<file path="src/design/nhl_pkg.sv">
// Shared types and character constants for the next-hop list parser.
// No dependencies; imported by every module of the block.
package nhl_pkg;

    typedef struct packed {
        logic [7:0] char_byte;
        logic       last_byte;
    } in_word_t;

    typedef struct packed {
        logic        status;
        logic [9:0]  host_start;
        logic [10:0] host_length;
        logic [15:0] port_number;
        logic [9:0]  transport_start;
        logic [10:0] transport_length;
        logic        end_of_list;
    } out_word_t;

    typedef enum logic [2:0] {
        PH_BEG  = 3'd0,
        PH_HOST = 3'd1,
        PH_V6   = 3'd2,
        PH_SEP  = 3'd3,
        PH_PORT = 3'd4,
        PH_TRSP = 3'd5
    } phase_t;

    typedef enum logic [1:0] {
        RES_NONE = 2'd0,
        RES_REC  = 2'd1,
        RES_ERR  = 2'd2
    } res_kind_t;

    localparam logic [7:0] CH_SP     = 8'h20;
    localparam logic [7:0] CH_TAB    = 8'h09;
    localparam logic [7:0] CH_LBRACK = 8'h5B;
    localparam logic [7:0] CH_RBRACK = 8'h5D;
    localparam logic [7:0] CH_COLON  = 8'h3A;
    localparam logic [7:0] CH_SLASH  = 8'h2F;
    localparam logic [7:0] CH_COMMA  = 8'h2C;
    localparam logic [7:0] CH_ZERO   = 8'h30;
    localparam logic [7:0] CH_NINE   = 8'h39;

    localparam logic [15:0] PORT_MAX = 16'hFFFF;

endpackage

</file>
<file path="src/design/next_hop_list_parser.sv">
// Next-hop list parser, top level.
// Input channel char_*: one word per string byte (char_byte, last_byte).
// Output channel rec_*: one destination record per entry, on its comma or
// on the string's last byte, or an error record on the offending byte.
// Words are accepted when valid is high and stall is low on that channel.
// A record's byte passes the input register, then the parse logic into the
// result register, whose output drives rec_valid.
// Throughput: one byte per cycle while rec_stall does not hold the result
// register; bytes that give no record are consumed at the same rate.
// When rec_stall is high the result register holds its word, the parse
// stage stops, the input register holds one more byte and then char_stall
// goes high until the receiver takes the waiting record.
// After a syntax error, bytes are consumed silently up to the last byte.
// The last byte of a string returns all parse state to its reset value.
// Reset (rst_n low, asynchronous) empties both registers and puts the parser
// at the start of a new string with byte position zero.
// Depends on nhl_pkg, nhl_in_stage, nhl_parse and nhl_out_stage.
module next_hop_list_parser
    import nhl_pkg::*;
#(
    parameter int MAX_STRING_BYTES = 1024
)
(
    input  logic      clk,
    input  logic      rst_n,
    input  logic      char_valid,
    output logic      char_stall,
    input  in_word_t  char_word,
    output logic      rec_valid,
    input  logic      rec_stall,
    output out_word_t rec_word
);

    logic      take;
    logic      held_valid;
    in_word_t  held_word;
    logic      out_ready;
    logic      res_valid;
    out_word_t res_word;

    nhl_in_stage u_in_stage (
        .clk        (clk),
        .rst_n      (rst_n),
        .char_valid (char_valid),
        .char_stall (char_stall),
        .char_word  (char_word),
        .take       (take),
        .held_valid (held_valid),
        .held_word  (held_word)
    );

    nhl_parse #(
        .MAX_STRING_BYTES (MAX_STRING_BYTES)
    ) u_parse (
        .clk        (clk),
        .rst_n      (rst_n),
        .item_valid (held_valid),
        .item       (held_word),
        .out_ready  (out_ready),
        .take       (take),
        .res_valid  (res_valid),
        .res_word   (res_word)
    );

    nhl_out_stage u_out_stage (
        .clk       (clk),
        .rst_n     (rst_n),
        .res_valid (res_valid),
        .res_word  (res_word),
        .out_ready (out_ready),
        .rec_valid (rec_valid),
        .rec_stall (rec_stall),
        .rec_word  (rec_word)
    );

endmodule

</file>
<file path="src/design/nhl_in_stage.sv">
// Input register of the next-hop list parser: holds one word until the
// parse stage consumes it. Depends on nhl_pkg.
module nhl_in_stage
    import nhl_pkg::*;
(
    input  logic     clk,
    input  logic     rst_n,
    input  logic     char_valid,
    output logic     char_stall,
    input  in_word_t char_word,
    input  logic     take,
    output logic     held_valid,
    output in_word_t held_word
);

    logic     vld_reg;
    logic     vld_next;
    in_word_t word_reg;
    logic     load;

    assign char_stall = vld_reg && !take;
    assign load       = char_valid && !char_stall;

    always_comb
    begin
        vld_next = vld_reg;
        if (load)
        begin
            vld_next = 1'b1;
        end
        else if (take)
        begin
            vld_next = 1'b0;
        end
    end

    always_ff @(posedge clk or negedge rst_n)
    begin
        if (!rst_n)
        begin
            vld_reg <= 1'b0;
        end
        else
        begin
            vld_reg <= vld_next;
        end
    end

    always_ff @(posedge clk)
    begin
        if (load)
        begin
            word_reg <= char_word;
        end
    end

    assign held_valid = vld_reg;
    assign held_word  = word_reg;

endmodule

</file>
<file path="src/design/nhl_parse.sv">
// Parser state and per-byte decode of the next-hop list parser.
// Depends on nhl_pkg; driven by nhl_in_stage, feeds nhl_out_stage.
module nhl_parse
    import nhl_pkg::*;
#(
    parameter int MAX_STRING_BYTES = 1024
)
(
    input  logic      clk,
    input  logic      rst_n,
    input  logic      item_valid,
    input  in_word_t  item,
    input  logic      out_ready,
    output logic      take,
    output logic      res_valid,
    output out_word_t res_word
);

    localparam int POS_W = $clog2(MAX_STRING_BYTES);
    localparam int SPN_W = POS_W + 1;
    localparam logic [POS_W-1:0] POS_LAST = POS_W'(MAX_STRING_BYTES - 1);

    phase_t           phase_reg, phase_next;
    logic [POS_W-1:0] pos_reg, pos_next;
    logic [SPN_W-1:0] tok_reg, tok_next;
    logic [SPN_W-1:0] hs_reg, hs_next;
    logic [SPN_W-1:0] hl_reg, hl_next;
    logic [15:0]      port_reg, port_next;
    logic [SPN_W-1:0] ts_reg, ts_next;
    logic [SPN_W-1:0] tl_reg, tl_next;
    logic             err_reg, err_next;

    logic [7:0]       c;
    logic             last;
    logic             ws;
    logic             alpha;
    logic [SPN_W-1:0] pos_x;
    logic [SPN_W-1:0] pos_p1;
    logic [20:0]      port_sum;
    res_kind_t        kind;
    logic             emit;

    function automatic logic [SPN_W-1:0] span(input logic [SPN_W-1:0] from,
                                              input logic [SPN_W-1:0] to);
        return (to >= from) ? (to - from) : '0;
    endfunction

    assign take = item_valid && out_ready;
    assign c    = item.char_byte;
    assign last = item.last_byte;
    assign ws   = (c == CH_SP) || (c == CH_TAB);
    assign alpha = ((c >= 8'h61) && (c <= 8'h7A)) || ((c >= 8'h41) && (c <= 8'h5A));
    assign pos_x  = {1'b0, pos_reg};
    assign pos_p1 = pos_x + SPN_W'(1);
    // port * 10 + digit
    assign port_sum = ({5'd0, port_reg} << 3) + ({5'd0, port_reg} << 1)
                      + {13'd0, c - CH_ZERO};

    always_comb
    begin
        phase_next = phase_reg;
        pos_next   = pos_reg;
        tok_next   = tok_reg;
        hs_next    = hs_reg;
        hl_next    = hl_reg;
        port_next  = port_reg;
        ts_next    = ts_reg;
        tl_next    = tl_reg;
        err_next   = err_reg;
        kind       = RES_NONE;
        emit       = 1'b0;
        res_word   = '0;

        if (!err_reg)
        begin
            // start of an entry: skip leading whitespace, clear the record
            if (phase_reg != PH_HOST && phase_reg != PH_V6 && phase_reg != PH_SEP
                && phase_reg != PH_PORT && phase_reg != PH_TRSP && !ws)
            begin
                tok_next   = pos_x;
                phase_next = PH_HOST;
                hs_next    = '0;
                hl_next    = '0;
                port_next  = '0;
                ts_next    = '0;
                tl_next    = '0;
            end

            case (phase_next)
                PH_HOST:
                begin
                    if (c == CH_LBRACK)
                    begin
                        phase_next = PH_V6;
                        tok_next   = pos_p1;
                    end
                    else if (c == CH_COLON)
                    begin
                        phase_next = PH_PORT;
                        hs_next    = tok_next;
                        hl_next    = span(tok_next, pos_x);
                    end
                    else if (c == CH_SLASH)
                    begin
                        phase_next = PH_TRSP;
                        hs_next    = tok_next;
                        hl_next    = span(tok_next, pos_x);
                        tok_next   = pos_p1;
                    end
                    else if (c == CH_COMMA)
                    begin
                        phase_next = PH_BEG;
                        hs_next    = tok_next;
                        hl_next    = span(tok_next, pos_x);
                        kind       = RES_REC;
                    end
                    else if (ws)
                    begin
                        phase_next = PH_SEP;
                        hs_next    = tok_next;
                        hl_next    = span(tok_next, pos_x);
                    end
                end
                PH_V6:
                begin
                    if (c == CH_RBRACK)
                    begin
                        phase_next = PH_SEP;
                        hs_next    = tok_next;
                        hl_next    = span(tok_next, pos_x);
                    end
                end
                PH_SEP:
                begin
                    if (c == CH_COLON)
                    begin
                        phase_next = PH_PORT;
                    end
                    else if (c == CH_COMMA)
                    begin
                        phase_next = PH_BEG;
                        kind       = RES_REC;
                    end
                    else if (c == CH_SLASH)
                    begin
                        phase_next = PH_TRSP;
                        tok_next   = pos_p1;
                    end
                    else
                    begin
                        kind = RES_ERR;
                    end
                end
                PH_PORT:
                begin
                    if (c == CH_SLASH)
                    begin
                        phase_next = PH_TRSP;
                        tok_next   = pos_p1;
                    end
                    else if (c == CH_COMMA)
                    begin
                        phase_next = PH_BEG;
                        kind       = RES_REC;
                    end
                    else if (ws)
                    begin
                        kind = RES_NONE;
                    end
                    else if (c < CH_ZERO || c > CH_NINE)
                    begin
                        kind = RES_ERR;
                    end
                    else if (port_sum > {5'd0, PORT_MAX})
                    begin
                        port_next = PORT_MAX;
                    end
                    else
                    begin
                        port_next = port_sum[15:0];
                    end
                end
                PH_TRSP:
                begin
                    if (c == CH_COMMA)
                    begin
                        phase_next = PH_BEG;
                        ts_next    = tok_next;
                        tl_next    = span(tok_next, pos_x);
                        kind       = RES_REC;
                    end
                    else if (!alpha)
                    begin
                        kind = RES_ERR;
                    end
                end
                default:
                begin
                    kind = RES_NONE; // whitespace before an entry
                end
            endcase

            // last byte closes an open entry
            if (kind == RES_NONE && last && phase_next != PH_BEG)
            begin
                if (phase_next == PH_HOST)
                begin
                    hs_next = tok_next;
                    hl_next = span(tok_next, pos_p1);
                end
                else if (phase_next == PH_TRSP)
                begin
                    ts_next = tok_next;
                    tl_next = span(tok_next, pos_p1);
                end
                kind = RES_REC;
            end

            if (kind == RES_ERR)
            begin
                emit            = 1'b1;
                err_next        = 1'b1;
                res_word.status = 1'b1;
            end
            else if (kind == RES_REC)
            begin
                emit                      = 1'b1;
                res_word.host_start       = (hl_next != '0) ? 10'(hs_next) : 10'd0;
                res_word.host_length      = 11'(hl_next);
                res_word.port_number      = port_next;
                res_word.transport_start  = (tl_next != '0) ? 10'(ts_next) : 10'd0;
                res_word.transport_length = 11'(tl_next);
            end
            res_word.end_of_list = last;
        end

        if (last)
        begin
            phase_next = PH_BEG;
            pos_next   = '0;
            tok_next   = '0;
            hs_next    = '0;
            hl_next    = '0;
            port_next  = '0;
            ts_next    = '0;
            tl_next    = '0;
            err_next   = 1'b0;
        end
        else if (pos_reg < POS_LAST)
        begin
            pos_next = pos_reg + POS_W'(1);
        end
    end

    assign res_valid = take && emit;

    always_ff @(posedge clk or negedge rst_n)
    begin
        if (!rst_n)
        begin
            phase_reg <= PH_BEG;
            pos_reg   <= '0;
            tok_reg   <= '0;
            hs_reg    <= '0;
            hl_reg    <= '0;
            port_reg  <= '0;
            ts_reg    <= '0;
            tl_reg    <= '0;
            err_reg   <= 1'b0;
        end
        else if (take)
        begin
            phase_reg <= phase_next;
            pos_reg   <= pos_next;
            tok_reg   <= tok_next;
            hs_reg    <= hs_next;
            hl_reg    <= hl_next;
            port_reg  <= port_next;
            ts_reg    <= ts_next;
            tl_reg    <= tl_next;
            err_reg   <= err_next;
        end
    end

endmodule

</file>
<file path="src/design/nhl_out_stage.sv">
// Result register of the next-hop list parser: holds a record word while
// the receiver stalls. Depends on nhl_pkg.
module nhl_out_stage
    import nhl_pkg::*;
(
    input  logic      clk,
    input  logic      rst_n,
    input  logic      res_valid,
    input  out_word_t res_word,
    output logic      out_ready,
    output logic      rec_valid,
    input  logic      rec_stall,
    output out_word_t rec_word
);

    logic      vld_reg;
    out_word_t word_reg;

    assign out_ready = !vld_reg || !rec_stall;

    always_ff @(posedge clk or negedge rst_n)
    begin
        if (!rst_n)
        begin
            vld_reg <= 1'b0;
        end
        else if (out_ready)
        begin
            vld_reg <= res_valid;
        end
    end

    always_ff @(posedge clk)
    begin
        if (out_ready && res_valid)
        begin
            word_reg <= res_word;
        end
    end

    assign rec_valid = vld_reg;
    assign rec_word  = word_reg;

endmodule
</file>
<file path="config.mk">
export PLATFORM = sky130hd
export DESIGN_NAME = next_hop_list_parser
export DESIGN_NICKNAME = d
export VERILOG_FILES = /design/src/design/nhl_pkg.sv /design/src/design/next_hop_list_parser.sv /design/src/design/nhl_in_stage.sv /design/src/design/nhl_parse.sv /design/src/design/nhl_out_stage.sv
export SDC_FILE = /design/constraint.sdc
export NUM_CORES = 1
export LEC_CHECK = 0
export ABC_AREA = 1
export ABC_CLOCK_PERIOD_IN_PS = 7950
export BUFFER_PORTS_ARGS = -buffer_cell sky130_fd_sc_hd__buf_2
export CAP_MARGIN = 20
export CORE_UTILIZATION = 55
export CTS_CLUSTER_SIZE = 25
export DETAILED_ROUTE_END_ITERATION = 8
export HOLD_SLACK_MARGIN = 0.12
export PLACE_DENSITY = 0.85
export SLEW_MARGIN = 20
export SYNTH_ARGS = -nofsm -noshare
export SYNTH_HDL_FRONTEND = slang
export SYNTH_SLANG_ARGS = --single-unit
</file>
<file path="constraint.sdc">
create_clock -name clk -period 7.95 [get_ports clk]
set_input_delay 1.59 -clock clk [delete_from_list [all_inputs] [get_ports clk]]
set_output_delay 1.59 -clock clk [all_outputs]
set_load 0.02 [all_outputs]
</file>
==> impl_metrics.py <==
metrics = {
    "drt": {
        "via_per_inst": 5.81,
        "wire_per_inst_um": 17.5,
        "postRouteAntennaNets": 0,
        "drt-initial-drc-count": 1051,
        "dr_total_vias": 10125,
        "drt_pass1_iterations": 6,
        "drc": 0,
        "drt_wl_total_mm": 30.5,
    },
    "placement": {
        "gp_congestion": 0.979,
        "placed_cells": 1712,
        "port_buffers": 74,
        "dp_hpwl_mm": 22.0,
    },
    "setup_path": {
        "crit_type": "reg2reg",
        "cp-start-kind": "flip-flop",
        "cpPeakStageDelay_ns": 0.56,
        "cp_slowest_cell": "buf_4",
        "cp.required_ns": 8.12,
        "path_max_fanout": 66,
        "worstSetupEndpointType": "flip-flop",
        "ff2ff_path_depth": 28,
        "crit_arrival_ns": 5.71,
        "cpMostUsedCell": "nand2_1",
    },
    "clocking": {
        "cts_setup_buffers": 0,
        "clkSinkCount": 154,
        "cts_inserted_buffers": 17,
        "root_buffer": "clkbuf_16",
        "worstSkewPairLatency_ns": 0.44,
        "path_clk_slew_ns": 0.07,
        "h-tree-depth": 4,
        "cts_buffer_depth": 2,
        "cts_resized": 0,
        "postCtsHoldBufs": 0,
        "cts_tree": "built",
    },
    "yosys": {
        "synth_top_area_share_pct": 20.1,
        "avgSynthCellArea_um2": 7.34,
        "syn-num-nets": 1509,
        "synth-seq-cells": 154,
        "synth-async-reset-ratio_pct": 55.2,
        "synthMostInstantiatedCell": "nand2_1",
        "yosys_warnings": 0,
        "synth_area_leaders": "dfrtp_1, edfxtp_1, nand2_1, o21ai_0, ha_1",
        "yosysSeqAreaShare_pct": 39.7,
        "syn_inst": 1442,
        "synth_edf_count": 69,
        "synth_top_cell_by_area": "dfrtp_1",
        "synth_cell_type_count": 47,
        "synth_ff_type": "dfrtp_1",
        "synthTopCellsByCount": "nand2_1, inv_1, o21ai_0",
        "synth_area_um2": 10600,
    },
    "grt": {
        "first_global_vias": 9450,
        "grt_max_degree": 67,
        "track_usage_pct": 31.9,
        "antenna_found_initial": 0,
        "overflow": 0,
        "grt_pass1_wl_mm": 49.1,
    },
    "sta": {
        "slew_violations": 0,
        "period_needed_ns": 5.54,
        "finalCritPeriodShare_pct": 69.7,
        "max_freq_ghz": 0.181,
        "rsz0062_at_grt": "false",
        "slew_headroom_pct": 33.2,
        "tightestPinTransition_ns": 1.00,
        "hold_viol": 0,
        "tns_ns": 0,
        "setup_viol": 0,
        "fin_skew_ns": 0.0148,
    },
    "layout": {
        "nFillCells": 1663,
        "multi_input_area_um2": 5550,
        "fin_util_pct": 62.3,
        "seq_area_um2": 4200,
        "syn_to_final_growth_pct": 10.6,
        "largest_reg_flops": 60,
        "layout.cells.non_filler": 1744,
        "diodes": 0,
        "num-nets-final": 1564,
        "drive_above_1_share_pct": 11.0,
    },
    "die": {
        "core-area_um2": 18800,
        "chipHeight_um": 141,
        "die_w_um": 141,
        "fp-row-count": 50,
        "start_util_pct": 56.4,
        "io_pins": 75,
        "die_area_um2": 19800,
    },
    "power": {
        "p_per_area_nw_per_um2": 449,
        "p_leak_uw": 0.00567,
        "peakVddDrop_uv": 249,
    },
    "min_path": {
        "hp-class": "reg2reg",
        "holdPathStages": 2,
    },
    "flow_run": {
        "cap_violations": 0,
    },
    "outcome": {
        "status": "complete, no violations",
    },
}
critical path, delay by kind of cell, from the launching register on:
| family | cells | cell delay (ns) |
|---|---|---|
| buf+inv | 6 | 1.17 |
| fa+ha+maj | 2 | 0.63 |
| flops | 1 | 0.46 |
| simple gates | 15 | 1.85 |
| compound gates | 5 | 1.12 |
cells in the final DEF (no fill, tap or decap), drive strengths merged, types with 3 or more instances in the layout:
cell      instances
clkinvlp          4
nor2            136
fa                4
a21o              5
a31oi             4
o21ai           149
nand3           117
dfrtp            85
or2              10
clkbuf           18
buf              81
clkinv            3
edfxtp           69
xor2             24
nand2           430
nor3              8
o22ai            34
ha               50
o21bai            6
inv             175
o211ai            5
xnor2            11
nand4            10
a21oi            55
nand3b            3
area by class of cell:
type,count,share of cell area (%)
tap,234,2.50
clock inverter,14,1.37
timing repair buffer,81,3.64
clock buffer,18,3.67
sequential,154,35.9
inverter,170,5.45
multi-input combinational,1073,47.5
where the power goes:
part | internal [µW] | total (µW) | switching, µW
Combinational | 813 | 3150 | 2340
Clock | 470 | 835 | 366
Sequential | 1160 | 1260 | 100
per-stage QoR:
stage / hold WS [ns] / cell area [µm²] / power, µW / worst slack [ns]
floorplan: 0.453 / 10600 / 3480 / 2.89
global placement: 0.466 / 11100 / 4320 / 2.72
detailed placement: 0.473 / 11100 / 4340 / 2.57
CTS: 0.491 / 11700 / 5190 / 2.53
global route: 0.516 / 11700 / 5600 / 1.96
finish: 0.489 / 11700 / 5250 / 2.41
final timing paths:
kind                                                        start                                     end  slack, ns
worst min-delay path               u_parse.hl_reg[10]$_DFFE_PN0P_          u_parse.hl_reg[10]$_DFFE_PN0P_       0.49
min in group asynchronous                                   rst_n          u_parse.pos_reg[7]$_DFFE_PN0P_       1.06
max in group asynchronous                                   rst_n           u_parse.tl_reg[3]$_DFFE_PN0P_       5.70
worst max-delay path            u_in_stage.held_word[5]$_DFFE_PP_  u_out_stage.rec_word[49]$_SDFFCE_PP0P_       2.41
worst max register to register  u_in_stage.held_word[5]$_DFFE_PP_  u_out_stage.rec_word[49]$_SDFFCE_PP0P_       2.41
worst min register to register     u_parse.hl_reg[10]$_DFFE_PN0P_          u_parse.hl_reg[10]$_DFFE_PN0P_       0.49
per-layer routing:
metal / global-route usage (%) / part of all wire [%] / up-vias
li1: - / - / 4862
met1: 40.9 / 42 / 4696
met2: 52.0 / 47 / 464
met3: 5.57 / 7.2 / 103
met4: 15.9 / 4.2 / 0
met5: 0 / 0 / -
logic make-up (layout without fill, tap and decap cells):
family	count (synthesis)	count (layout)	synth area share, %
simple gates	717	717	28.8
compound gates	267	267	14.0
xor+xnor	35	35	2.90
flops	154	154	39.7
fa+ha+maj	54	54	6.67
buf+inv	215	283	7.99
No activity file was read; power rests on OpenSTA's default activity.
